==> config.mk <==
export PLATFORM = sky130hd
export DESIGN_NAME = rgb_led_fading_pwm_flat
export DESIGN_NICKNAME = d
export VERILOG_FILES = /design/src/design/rlfp_pkg.sv /design/src/design/rlfp_item_if.sv /design/src/design/rlfp_result_if.sv /design/src/design/rlfp_cfg_if.sv /design/src/design/rgb_led_fading_pwm.sv /design/src/flat_wrapper.sv
export VERILOG_INCLUDE_DIRS = /design/src /design/src/design
export SDC_FILE = /design/constraint.sdc
export NUM_CORES = 1
export LEC_CHECK = 0
export BUFFER_PORTS_ARGS = -buffer_cell sky130_fd_sc_hd__buf_4
export CORE_MARGIN = 5
export CORE_UTILIZATION = 55
export DETAILED_ROUTE_END_ITERATION = 16
export PLACE_DENSITY = 0.76
export SLEW_MARGIN = 5
export SYNTH_ARGS = -nofsm -noshare
export SYNTH_HDL_FRONTEND = slang
export SYNTH_SLANG_ARGS = --single-unit
export TNS_END_PERCENT = 30
==> constraint.sdc <==
create_clock -name clk -period 11.7 [get_ports clk]
set_input_delay 1.17 -clock clk [delete_from_list [all_inputs] [get_ports clk]]
set_output_delay 1.17 -clock clk [all_outputs]
set_load 0.1 [all_outputs]
==> src/design/rgb_led_fading_pwm_macros.svh <==
// Assertion helpers for the RGB LED PWM block.
`ifndef RGB_LED_FADING_PWM_MACROS_SVH
`define RGB_LED_FADING_PWM_MACROS_SVH

// Same-cycle implication, disabled while in reset.
`define RLFP_ASSERT_NOW(label, clk, rst_n, ante, cons) \
	label: assert property (@(posedge clk) disable iff (!(rst_n)) (ante) |-> (cons)) \
		else $error("rgb_led_fading_pwm: same-cycle check failed");

// Next-cycle implication, disabled while in reset.
`define RLFP_ASSERT_NEXT(label, clk, rst_n, ante, cons) \
	label: assert property (@(posedge clk) disable iff (!(rst_n)) (ante) |=> (cons)) \
		else $error("rgb_led_fading_pwm: next-cycle check failed");

`endif

==> src/design/rlfp_pkg.sv <==
package rlfp_pkg;

	localparam int OPCODE_W   = 2;
	localparam int LUM_IN_W   = 8;
	localparam int LUM_W      = 7;
	localparam int COLOUR_W   = 8;
	localparam int PERIOD_W   = 16;
	localparam int TICK_W     = 8;
	localparam int STEP_W     = 7;
	localparam int CMP_OUT_W  = 13;
	localparam int CFG_ADDR_W = 3;
	localparam int CFG_DATA_W = 16;

	// fraction bits of the luminance reciprocal table
	localparam int RECIP_FRAC = 15;

	localparam logic [LUM_W-1:0]     FULL_LUM     = 7'd100;
	localparam logic [LUM_W-1:0]     DIM_FLOOR    = 7'd2;
	localparam logic [PERIOD_W-1:0]  RESET_PERIOD = 16'd8130;
	localparam logic [TICK_W-1:0]    RESET_TICKS  = 8'd50;
	localparam logic [STEP_W-1:0]    RESET_STEP   = 7'd4;
	localparam logic [CMP_OUT_W-1:0] RESET_DUTY   = 13'd8130;

	typedef enum logic [OPCODE_W-1:0] {
		OP_PWM_CLOCK = 2'd0,
		OP_RAMP_TICK = 2'd1,
		OP_LOAD_LUM  = 2'd2
	} opcode_t;

	typedef enum logic [CFG_ADDR_W-1:0] {
		REG_RED       = 3'd0,
		REG_GREEN     = 3'd1,
		REG_BLUE      = 3'd2,
		REG_RAMP_DOWN = 3'd3,
		REG_PERIOD    = 3'd4,
		REG_TICKS     = 3'd5,
		REG_LUM_STEP  = 3'd6
	} cfg_reg_t;

endpackage

==> src/design/rlfp_item_if.sv <==
interface rlfp_item_if;
	import rlfp_pkg::*;

	logic                valid;
	logic                ready;
	logic [OPCODE_W-1:0] opcode;
	logic [LUM_IN_W-1:0] luminance_value;

	modport source (output valid, output opcode, output luminance_value, input ready);
	modport sink (input valid, input opcode, input luminance_value, output ready);
endinterface

==> src/design/rlfp_result_if.sv <==
interface rlfp_result_if;
	import rlfp_pkg::*;

	logic                 valid;
	logic                 ready;
	logic                 red_pin;
	logic                 green_pin;
	logic                 blue_pin;
	logic [CMP_OUT_W-1:0] red_compare;
	logic [CMP_OUT_W-1:0] green_compare;
	logic [CMP_OUT_W-1:0] blue_compare;
	logic [LUM_W-1:0]     luminance_now;

	modport source (output valid, output red_pin, output green_pin, output blue_pin,
		output red_compare, output green_compare, output blue_compare,
		output luminance_now, input ready);
	modport sink (input valid, input red_pin, input green_pin, input blue_pin,
		input red_compare, input green_compare, input blue_compare,
		input luminance_now, output ready);
endinterface

==> src/design/rlfp_cfg_if.sv <==
interface rlfp_cfg_if;
	import rlfp_pkg::*;

	logic                  valid;
	logic                  ready;
	logic [CFG_ADDR_W-1:0] addr;
	logic [CFG_DATA_W-1:0] data;

	modport source (output valid, output addr, output data, input ready);
	modport sink (input valid, input addr, input data, output ready);
endinterface

==> src/design/rgb_led_fading_pwm.sv <==
// Channel   Role   Payload
// item      sink   opcode, luminance_value
// result    source red/green/blue pin, red/green/blue compare, luminance_now
// cfg       sink   addr (register index), data
//
// One item per cycle: counter, ramp and compare refresh finish in the accept cycle
// and land in the result register; the 8 x (COLOUR_SHIFT+16) compare multiply
// through the luminance reciprocal table is the longest path.
// The result register frees the input: an item is taken whenever the result is
// empty or being taken in the same cycle.
// arst_n returns counters, luminance, compares and configuration registers to their
// reset values.
// Config writes are taken every cycle.
`include "rgb_led_fading_pwm_macros.svh"

module rgb_led_fading_pwm #(
	parameter int COUNTER_WIDTH = 16,
	parameter int COLOUR_SHIFT  = 5
) (
	input  logic               clk,
	input  logic               arst_n,
	rlfp_item_if.sink          item,
	rlfp_result_if.source      result,
	rlfp_cfg_if.sink           cfg
);
	import rlfp_pkg::*;

	localparam int DUTY_W  = (COLOUR_W + COLOUR_SHIFT > CMP_OUT_W) ?
		COLOUR_W + COLOUR_SHIFT : CMP_OUT_W;
	localparam int RECIP_W = COLOUR_SHIFT + RECIP_FRAC + 1;
	localparam int PROD_W  = COLOUR_W + RECIP_W;
	localparam int PC_W    = (COUNTER_WIDTH > PERIOD_W) ? COUNTER_WIDTH : PERIOD_W;
	localparam int PD_W    = (COUNTER_WIDTH > DUTY_W) ? COUNTER_WIDTH : DUTY_W;

	typedef logic [RECIP_W-1:0] recip_tab_t [0:100];

	// ceil(l * 2^(COLOUR_SHIFT+RECIP_FRAC) / 100): exact floor for any 8-bit colour
	function automatic recip_tab_t build_recip();
		recip_tab_t  tab;
		logic [63:0] num;
		for (int l = 0; l <= 100; l++) begin
			num    = 64'(l) << (COLOUR_SHIFT + RECIP_FRAC);
			tab[l] = RECIP_W'((num + 64'd99) / 64'd100);
		end
		return tab;
	endfunction

	localparam recip_tab_t RECIP = build_recip();

	// configuration
	logic [COLOUR_W-1:0] red_q, green_q, blue_q;
	logic                ramp_down_q;
	logic [PERIOD_W-1:0] period_q;
	logic [TICK_W-1:0]   ticks_q;
	logic [STEP_W-1:0]   step_q;

	// state
	logic [COUNTER_WIDTH-1:0] cnt_q, cnt_d;
	logic [TICK_W-1:0]        tick_q, tick_d;
	logic [LUM_W-1:0]         lum_q, lum_d;
	logic [DUTY_W-1:0]        red_duty_q, green_duty_q, blue_duty_q;
	logic [DUTY_W-1:0]        red_duty_d, green_duty_d, blue_duty_d;
	logic                     refresh;

	// result register
	logic                 out_valid_q;
	logic                 red_pin_q, green_pin_q, blue_pin_q;
	logic [CMP_OUT_W-1:0] red_cmp_q, green_cmp_q, blue_cmp_q;
	logic [LUM_W-1:0]     lum_out_q;

	logic                 item_fire;
	logic                 cnt_at_end;
	logic [TICK_W-1:0]    tick_inc;
	logic [LUM_W:0]       lum_sum;
	logic [LUM_W-1:0]     lum_up, lum_down, lum_load;
	logic [RECIP_W-1:0]   recip;
	logic [PROD_W-1:0]    red_prod, green_prod, blue_prod;

	assign item.ready = !out_valid_q || result.ready;
	assign item_fire  = item.valid && item.ready;
	assign cfg.ready  = 1'b1;

	assign cnt_at_end = PC_W'(cnt_q) >= PC_W'(period_q);
	assign tick_inc   = tick_q + 1'b1;
	assign lum_sum    = {1'b0, lum_q} + {1'b0, step_q};

	always_comb begin
		if (lum_q < FULL_LUM) begin
			lum_up = (lum_sum > {1'b0, FULL_LUM}) ? FULL_LUM : lum_sum[LUM_W-1:0];
		end else begin
			lum_up = lum_q;
		end
		if (lum_q > DIM_FLOOR) begin
			lum_down = (lum_q > step_q) ? lum_q - step_q : '0;
		end else begin
			lum_down = lum_q;
		end
		lum_load = (item.luminance_value > LUM_IN_W'(FULL_LUM)) ?
			FULL_LUM : item.luminance_value[LUM_W-1:0];
	end

	always_comb begin
		cnt_d   = cnt_q;
		tick_d  = tick_q;
		lum_d   = lum_q;
		refresh = 1'b0;
		unique case (opcode_t'(item.opcode))
			OP_PWM_CLOCK: begin
				cnt_d = cnt_at_end ? '0 : cnt_q + 1'b1;
			end
			OP_RAMP_TICK: begin
				if (tick_inc >= ticks_q) begin
					tick_d  = '0;
					lum_d   = ramp_down_q ? lum_down : lum_up;
					refresh = 1'b1;
				end else begin
					tick_d = tick_inc;
				end
			end
			OP_LOAD_LUM: begin
				lum_d = lum_load;
			end
			default: begin
			end
		endcase
	end

	// compare = (colour << COLOUR_SHIFT) * lum / 100 via the reciprocal table
	assign recip      = RECIP[lum_d];
	assign red_prod   = PROD_W'(red_q) * PROD_W'(recip);
	assign green_prod = PROD_W'(green_q) * PROD_W'(recip);
	assign blue_prod  = PROD_W'(blue_q) * PROD_W'(recip);

	assign red_duty_d   = refresh ? DUTY_W'(red_prod >> RECIP_FRAC) : red_duty_q;
	assign green_duty_d = refresh ? DUTY_W'(green_prod >> RECIP_FRAC) : green_duty_q;
	assign blue_duty_d  = refresh ? DUTY_W'(blue_prod >> RECIP_FRAC) : blue_duty_q;

	always_ff @(posedge clk or negedge arst_n) begin
		if (!arst_n) begin
			red_q       <= '0;
			green_q     <= '0;
			blue_q      <= '0;
			ramp_down_q <= 1'b1;
			period_q    <= RESET_PERIOD;
			ticks_q     <= RESET_TICKS;
			step_q      <= RESET_STEP;
		end else if (cfg.valid) begin
			unique case (cfg_reg_t'(cfg.addr))
				REG_RED:       red_q       <= cfg.data[COLOUR_W-1:0];
				REG_GREEN:     green_q     <= cfg.data[COLOUR_W-1:0];
				REG_BLUE:      blue_q      <= cfg.data[COLOUR_W-1:0];
				REG_RAMP_DOWN: ramp_down_q <= cfg.data[0];
				REG_PERIOD:    period_q    <= cfg.data[PERIOD_W-1:0];
				REG_TICKS:     ticks_q     <= cfg.data[TICK_W-1:0];
				REG_LUM_STEP:  step_q      <= cfg.data[STEP_W-1:0];
				default: begin
				end
			endcase
		end
	end

	always_ff @(posedge clk or negedge arst_n) begin
		if (!arst_n) begin
			cnt_q        <= '0;
			tick_q       <= '0;
			lum_q        <= FULL_LUM;
			red_duty_q   <= DUTY_W'(RESET_DUTY);
			green_duty_q <= DUTY_W'(RESET_DUTY);
			blue_duty_q  <= DUTY_W'(RESET_DUTY);
			out_valid_q  <= 1'b0;
		end else begin
			if (item_fire) begin
				cnt_q        <= cnt_d;
				tick_q       <= tick_d;
				lum_q        <= lum_d;
				red_duty_q   <= red_duty_d;
				green_duty_q <= green_duty_d;
				blue_duty_q  <= blue_duty_d;
				out_valid_q  <= 1'b1;
			end else if (result.ready) begin
				out_valid_q <= 1'b0;
			end
		end
	end

	// result payload: hold while stalled
	always_ff @(posedge clk) begin
		if (item_fire) begin
			red_pin_q   <= PD_W'(cnt_d) < PD_W'(red_duty_d);
			green_pin_q <= PD_W'(cnt_d) < PD_W'(green_duty_d);
			blue_pin_q  <= PD_W'(cnt_d) < PD_W'(blue_duty_d);
			red_cmp_q   <= red_duty_d[CMP_OUT_W-1:0];
			green_cmp_q <= green_duty_d[CMP_OUT_W-1:0];
			blue_cmp_q  <= blue_duty_d[CMP_OUT_W-1:0];
			lum_out_q   <= lum_d;
		end
	end

	assign result.valid         = out_valid_q;
	assign result.red_pin       = red_pin_q;
	assign result.green_pin     = green_pin_q;
	assign result.blue_pin      = blue_pin_q;
	assign result.red_compare   = red_cmp_q;
	assign result.green_compare = green_cmp_q;
	assign result.blue_compare  = blue_cmp_q;
	assign result.luminance_now = lum_out_q;

	`RLFP_ASSERT_NOW(a_lum_range, clk, arst_n, 1'b1, lum_q <= FULL_LUM)
	`RLFP_ASSERT_NOW(a_lum_reported, clk, arst_n, out_valid_q, lum_out_q == lum_q)
	`RLFP_ASSERT_NEXT(a_fire_gives_result, clk, arst_n, item_fire, out_valid_q)
	`RLFP_ASSERT_NEXT(a_cnt_in_period, clk, arst_n,
		item_fire && (item.opcode == OP_PWM_CLOCK),
		PC_W'(cnt_q) <= PC_W'($past(period_q)))

endmodule

==> src/flat_wrapper.sv <==
// flat-port wrapper written by rule: the top's interface ports become plain ports
module rgb_led_fading_pwm_flat import rlfp_pkg::*;
#(
	parameter int COUNTER_WIDTH = 16,
	parameter int COLOUR_SHIFT  = 5
)
  (clk, arst_n, item_valid, item_opcode, item_luminance_value, item_ready, result_valid, result_red_pin, result_green_pin, result_blue_pin, result_red_compare, result_green_compare, result_blue_compare, result_luminance_now, result_ready, cfg_valid, cfg_addr, cfg_data, cfg_ready);
  rlfp_item_if item_i ();
  rlfp_result_if result_i ();
  rlfp_cfg_if cfg_i ();
  input  logic clk;
  input  logic arst_n;
  input wire logic [$bits(item_i.valid)-1:0] item_valid;
  input wire logic [$bits(item_i.opcode)-1:0] item_opcode;
  input wire logic [$bits(item_i.luminance_value)-1:0] item_luminance_value;
  output wire logic [$bits(item_i.ready)-1:0] item_ready;
  output wire logic [$bits(result_i.valid)-1:0] result_valid;
  output wire logic [$bits(result_i.red_pin)-1:0] result_red_pin;
  output wire logic [$bits(result_i.green_pin)-1:0] result_green_pin;
  output wire logic [$bits(result_i.blue_pin)-1:0] result_blue_pin;
  output wire logic [$bits(result_i.red_compare)-1:0] result_red_compare;
  output wire logic [$bits(result_i.green_compare)-1:0] result_green_compare;
  output wire logic [$bits(result_i.blue_compare)-1:0] result_blue_compare;
  output wire logic [$bits(result_i.luminance_now)-1:0] result_luminance_now;
  input wire logic [$bits(result_i.ready)-1:0] result_ready;
  input wire logic [$bits(cfg_i.valid)-1:0] cfg_valid;
  input wire logic [$bits(cfg_i.addr)-1:0] cfg_addr;
  input wire logic [$bits(cfg_i.data)-1:0] cfg_data;
  output wire logic [$bits(cfg_i.ready)-1:0] cfg_ready;
  assign item_i.valid = item_valid;
  assign item_i.opcode = item_opcode;
  assign item_i.luminance_value = item_luminance_value;
  assign item_ready = item_i.ready;
  assign result_valid = result_i.valid;
  assign result_red_pin = result_i.red_pin;
  assign result_green_pin = result_i.green_pin;
  assign result_blue_pin = result_i.blue_pin;
  assign result_red_compare = result_i.red_compare;
  assign result_green_compare = result_i.green_compare;
  assign result_blue_compare = result_i.blue_compare;
  assign result_luminance_now = result_i.luminance_now;
  assign result_i.ready = result_ready;
  assign cfg_i.valid = cfg_valid;
  assign cfg_i.addr = cfg_addr;
  assign cfg_i.data = cfg_data;
  assign cfg_ready = cfg_i.ready;
  rgb_led_fading_pwm #(.COUNTER_WIDTH(COUNTER_WIDTH), .COLOUR_SHIFT(COLOUR_SHIFT)) u_core (.clk(clk), .arst_n(arst_n), .item(item_i), .result(result_i), .cfg(cfg_i));
endmodule
-- Word-level counts from Yosys, hierarchy flattened
Memories as Yosys holds them, arrays and structs flattened.
Cells that the tools add are included.
- bits in registers: 176
- memory bits (read-only): 2688
- input port bits: 34
- output and inout port bits: 52
- logic and storage cells: 83
- memories kept: 1
- add/sub/neg operators: 4
- multipliers: 3
- magnitude comparators: 11
- equality and inequality tests: 8
- multiplexer cells: 20
- bitwise logic cells: 1
- reduce and logical (&&, ||, !) cells: 14
- memory list (memory ; words ; width ; rd ports ; clocked after memory_dff ; wr ports ; RTL line ; text):
    (no name shown) ; 128 ; 21 ; 1 ; 0 ; 0 ; rgb_led_fading_pwm.sv:129 ; assign recip = RECIP[lum_d];
- operators with widths (cell ; number):
    multiplier 8 x 21 -> 28 bit ; 3
    two-way mux 7 bit ; 7
    < comparator 16 x 13 -> 1 bit ; 3
    two-way mux 21 bit ; 2
    two-way mux 13 bit ; 3
    two-way mux 16 bit ; 2
    adder 16 x 1 -> 16 bit (second input constant) ; 1
    >= comparator 16 bit ; 1
    greater-than comparator 8 x 7 -> 1 bit (second input constant) ; 2
    AND reduction 2 bit ; 8
    one-hot mux 7 bit (2 select lines) ; 1
    equality test 3 bit (second input constant) ; 3
    adder 7 x 7 -> 8 bit ; 1
    adder 8 x 1 -> 8 bit (second input constant) ; 1
    >= comparator 8 bit ; 1
    >= comparator 8 bit (second input constant) ; 1
    two-way mux 8 bit ; 1
    NOT 7 -> 8 bit ; 1
    greater-than comparator 7 x 2 -> 1 bit (second input constant) ; 1
    greater-than comparator 7 bit ; 1
    < comparator 7 bit (second input constant) ; 1
    subtractor 7 bit ; 1
    equality test 3 x 2 -> 1 bit (second input constant) ; 2
    two-way mux 1 bit ; 4
    other kinds (9) ; 9

-- Logic depth before layout (Yosys ltp)
- depth after elaboration: 14
- gate-level depth with buffers: 54
- mapped depth without buffers: 51

-- Worst setup path before layout
Ideal clock, no wire load.
- path type: input-to-reg
- start: input port item_opcode[0]
- end: register u_core.green_pin_q, in the netlist u_core.result.green_pin (data pin)
- setup time: 0.152 ns
- data arrival time: 10.320 ns
- required time: 11.548 ns
- slack: 1.228 ns
- stages on the path: 46
- buffers on the path: 5
- cells stage by stage: inv_1 ha_1 clkbuf_1 nand2_1 a21oi_1 nor3b_1 a21oi_1 a311oi_1 nor3_4 inv_2 clkbuf_1 clkbuf_1 buf_1 ha_1 o221ai_1 a221o_1 o31ai_1 clkbuf_1 [10 not listed] o21ai_0 a221oi_1 inv_1 a211o_1 nand3_1 o21ai_2 a41oi_2 a21o_1 and2_1 mux2i_1 ha_1 a21oi_1 nor2b_1 o21ai_0 nand2b_1 a21oi_1 nand3_1 a31oi_1
- cells in the longest elaborated chain, start to end: 9
- elaborated cells between the ends (all ways): 13
- those cells by class: mul (1); order compare (1); eq/ne (2); mux (6); bitwise (1); reduce/logical (1); memory (1)
- RTL lines (what ; RTL line ; text):
    from (decl) ; flat_wrapper.sv:14 ; input wire logic [$bits(item_i.opcode)-1:0] item_opcode;
    equality test 2 bit or equality test 2 x 1 -> 1 bit (tied branches) ; rgb_led_fading_pwm.sv:107 ; unique case (opcode_t'(item.opcode))
    one-hot mux 7 bit (2 select lines) ; rgb_led_fading_pwm.sv:107 ;
    NOT 7 -> 8 bit (implied by the code) ; rgb_led_fading_pwm.sv:129 ;
    memory read (128 x 21 bit) ; - ;
    two-way mux 21 bit (implied by the code) (2 in series) ; rgb_led_fading_pwm.sv:129 ;
    multiplier 8 x 21 -> 28 bit ; rgb_led_fading_pwm.sv:131 ; assign green_prod = PROD_W'(green_q) * PROD_W'(recip);
    two-way mux 13 bit ; rgb_led_fading_pwm.sv:135 ; assign green_duty_d = refresh ? DUTY_W'(green_prod >> RECIP_FRAC) : green_duty_q;
    < comparator 16 x 13 -> 1 bit * ; rgb_led_fading_pwm.sv:190 ; green_pin_q <= PD_W'(cnt_d) < PD_W'(green_duty_d);
    to (signal assigned) ; rgb_led_fading_pwm.sv:190 ;
    to (decl) ; rgb_led_fading_pwm.sv:67 ; logic red_pin_q, green_pin_q, blue_pin_q;
Every way passes the cells marked *; elsewhere a longest branch is shown, timed or not. The select of a mux whose other input is x is not followed.
A chain may end at the register's enable or synchronous reset.

-- Worst setup path in the final report
- start: register u_core.tick_q[0]
- end: register u_core.red_pin_q, in the netlist u_core.result.red_pin (data pin)
- cells in the longest elaborated chain, start to end: 11
- elaborated cells between the ends (all ways): 13
- those cells by class: add/sub (1); mul (1); order compare (2); mux (7); bitwise (1); memory (1)
- RTL lines (what ; RTL line ; text):
    from (decl) ; rgb_led_fading_pwm.sv:59 ; logic [TICK_W-1:0] tick_q, tick_d;
    from (signal assigned) ; rgb_led_fading_pwm.sv:174 ; tick_q <= tick_d;
    adder 8 x 1 -> 8 bit * ; rgb_led_fading_pwm.sv:84 ; assign tick_inc = tick_q + 1'b1;
    >= comparator 8 bit * ; rgb_led_fading_pwm.sv:112 ; if (tick_inc >= ticks_q) begin
    two-way mux 7 bit ; rgb_led_fading_pwm.sv:112 ;
    one-hot mux 7 bit (2 select lines) ; rgb_led_fading_pwm.sv:107 ;
    NOT 7 -> 8 bit (implied by the code) ; rgb_led_fading_pwm.sv:129 ;
    memory read (128 x 21 bit) ; - ;
    two-way mux 21 bit (implied by the code) (2 in series) ; rgb_led_fading_pwm.sv:129 ;
    multiplier 8 x 21 -> 28 bit ; rgb_led_fading_pwm.sv:130 ; assign red_prod = PROD_W'(red_q) * PROD_W'(recip);
    two-way mux 13 bit * ; rgb_led_fading_pwm.sv:134 ; assign red_duty_d = refresh ? DUTY_W'(red_prod >> RECIP_FRAC) : red_duty_q;
    < comparator 16 x 13 -> 1 bit * ; rgb_led_fading_pwm.sv:189 ; red_pin_q <= PD_W'(cnt_d) < PD_W'(red_duty_d);
    to (signal assigned) ; rgb_led_fading_pwm.sv:189 ;
    to (decl) ; rgb_led_fading_pwm.sv:67 ;
Marks and branches as above.

==> results_dict.tcl <==
set metrics [dict create \
    syn-cell-area_um2 27200 \
    worstSetupStartpointType "flip-flop" \
    wirelength_um 78000 \
    ys_warn_count 0 \
    slowest_delay_ns 0.56 \
    seq_area_frac_synth 0.173 \
    synth.distinct_cells 95 \
    overflow 0 \
    synth.ff_latch_count 176 \
    viasPerCell 5.99 \
    core_area_um2 49000 \
    synth.area.top_cells "fa_1 25%, ha_1 10%, dfrtp_1 8.0%" \
    synth_top_cell_area_share 0.249 \
    fillers 4173 \
    worstSetupPathType "reg -> reg" \
    gp_congestion 0.956 \
    crit_top_cell "o21ai_0" \
    ant_nets 0 \
    vias 22700 \
    clockBufferDepth 2 \
    drive_gt1_frac 0.117 \
    ios 86 \
    drv_cap 0 \
    hpwlAfterDp_um 57900 \
    async_reset_ff_frac 0.722 \
    syn_inst 3122 \
    rrSetupSlack_ns 0.53 \
    syn-num-nets 3717 \
    hold_violations 0 \
    final_util 0.597 \
    synth_area_per_cell_um2 8.71 \
    cp-end-kind "flip-flop" \
    clk_latency_ns 0.47 \
    htreeDepth 4 \
    die_area_um2 54000 \
    cts.sinks 176 \
    antenna_cells 0 \
    setup_ws_ns 0.528 \
    chipHeight_um 232 \
    hold_class "reg -> reg" \
    period_share 0.955 \
    setup-tns-final_ns 0 \
    antenna_found_initial 0 \
    place.port_buffers 84 \
    synth_top_cell_by_area "fa_1" \
    crit_fanout 30 \
    num_rows 81 \
    grt_pass1_vias 23500 \
    finalSetupViolCount 0 \
    skew_ns 0.0259 \
    drt_first_pass_iters 7 \
    cts_buffers 17 \
    timing.hold.ws_ns 0.466 \
    initial_core_util 0.556 \
    synth_edf_count 49 \
    worst_ep_required_time_ns 11.98 \
    path_clk_slew_ns 0.07 \
    synth-main-ff-cell "dfrtp_1" \
    status "finished clean" \
    worst_pin_slew_ns 1.16 \
    grt_pass1_wl_um 126000 \
    cts_tree "yes" \
    dp_slack_ns 0.146 \
    synth_common_cells "484 x inv_1, 398 x nand2_1, 338 x fa_1" \
    clock.fmax_ghz 0.0895 \
    die_w_um 232 \
    min_period_ns 11.17 \
    drv_slew 0 \
    yosysMostFrequentCell "inv_1" \
    wire_per_inst_um 20.5 \
    final_nets 3714 \
    drcViolationCount 0 \
    syn_to_final_growth_pct 7.47 \
    cts_root_buffer "clkbuf_16" \
    grt_max_degree 76 \
    drt_first_iter_violations 1970 \
    maxSlewHeadroom 0.225 \
    cp_slowest_cell "fa_1" \
    track_usage 0.292 \
    arrival_ns 11.45 \
]
==> final timing paths <==
path	from	endpoint	cells after the start
min reg2reg	u_core.green_duty_q[7]	u_core.green_duty_q[7]	2
min in group asynchronous	arst_n	u_core.blue_duty_q[2]	1
max reg2reg	u_core.tick_q[0]	u_core.result.red_pin	45
max	u_core.tick_q[0]	u_core.result.red_pin	45
min	u_core.green_duty_q[7]	u_core.green_duty_q[7]	2
max in group asynchronous	arst_n	u_core.tick_q[7]	2
==> area by class of cell <==
class                           instances  area, um^2  share of cell area
Multi-Input combinational cell       2280       20100               0.688
Sequential cell                       176        4700               0.161
Inverter                              490        1850              0.0633
Timing Repair Buffer                  154        1180              0.0405
Tap cell                              664         831              0.0284
Clock buffer                           21         450              0.0154
Clock inverter                         11         105             0.00360
==> through the flow <==
stage / cells / instance area [um^2]
2_1_floorplan: 3122 / 27200
3_3_place_gp: 3756 / 28500
3_5_place_dp: 3756 / 28500
4_1_cts: 3788 / 29000
5_1_grt: 3796 / 29200
6_report: 3796 / 29200
==> what timing repair did <==
item / CTS / global route
hold buffers: 0 / 0
gates resized for setup: 0 / 36
endpoints found under the setup margin: 0 / 3
setup buffers: 0 / 7
==> cell usage in the layout (no fill, tap or decap), types with 12 or more instances in the layout <==
cell       count
inv_1        484
nand2_1      396
fa_1         338
ha_1         219
and2_1       207
buf_4        149
o21ai_0      124
nor2_1       118
a21oi_1      109
dfrtp_1       87
mux2_2        82
nor2b_1       81
nand2b_1      55
edfxtp_1      49
nand3_1       44
xnor2_1       40
dfstp_2       40
a21o_1        36
mux2i_1       34
nor3_1        33
and3_1        27
o211ai_1      25
a211oi_1      22
nand4_1       22
xor2_1        20
clkbuf_16     17
o22ai_1       16
o221ai_1      13
a31oi_1       13
a211o_1       12
==> worst max-delay path, delay by kind of cell (launching register included) <==
family          cells  cell delay, ns
simple gates       11            2.29
fa+ha+maj           8            3.14
xor+xnor            2            0.37
buf+inv             6            1.10
flops               1            0.42
compound gates     17            3.53
mux                 1            0.13
==> sequential cells by signal (all words and copies together) (netlist names), 13 cells and up <==
signal / cells
u_core.blue_duty_q: 13
u_core.result.blue_compare: 13
u_core.cnt_q: 16
u_core.period_q: 16
u_core.result.red_compare: 13
u_core.result.green_compare: 13
u_core.green_duty_q: 13
u_core.red_duty_q: 13
==> per-layer routing <==
metal	routed length, um	vias to the layer above	GRT usage
li1	-	10200	-
met1	32100	11300	0.401
met2	36400	1120	0.477
met3	6740	183	0.0432
met4	2660	0	0.101
met5	0	-	0
==> cell families after synthesis <==
logic type | after synthesis | share of synthesized area
AND/OR/NAND/NOR | 1038 | 0.190
buffers and inverters | 666 | 0.0929
adder cells (fa/ha/maj) | 561 | 0.351
AO/OA/AOI/OAI | 503 | 0.126
flip-flops | 176 | 0.173
multiplexers | 117 | 0.0473
XOR/XNOR | 60 | 0.0193
other | 1 | 0.000138
Power is left out: the tool's default activity adds up to more than one toggle a clock period on the data nets, which glitch-free logic cannot reach.
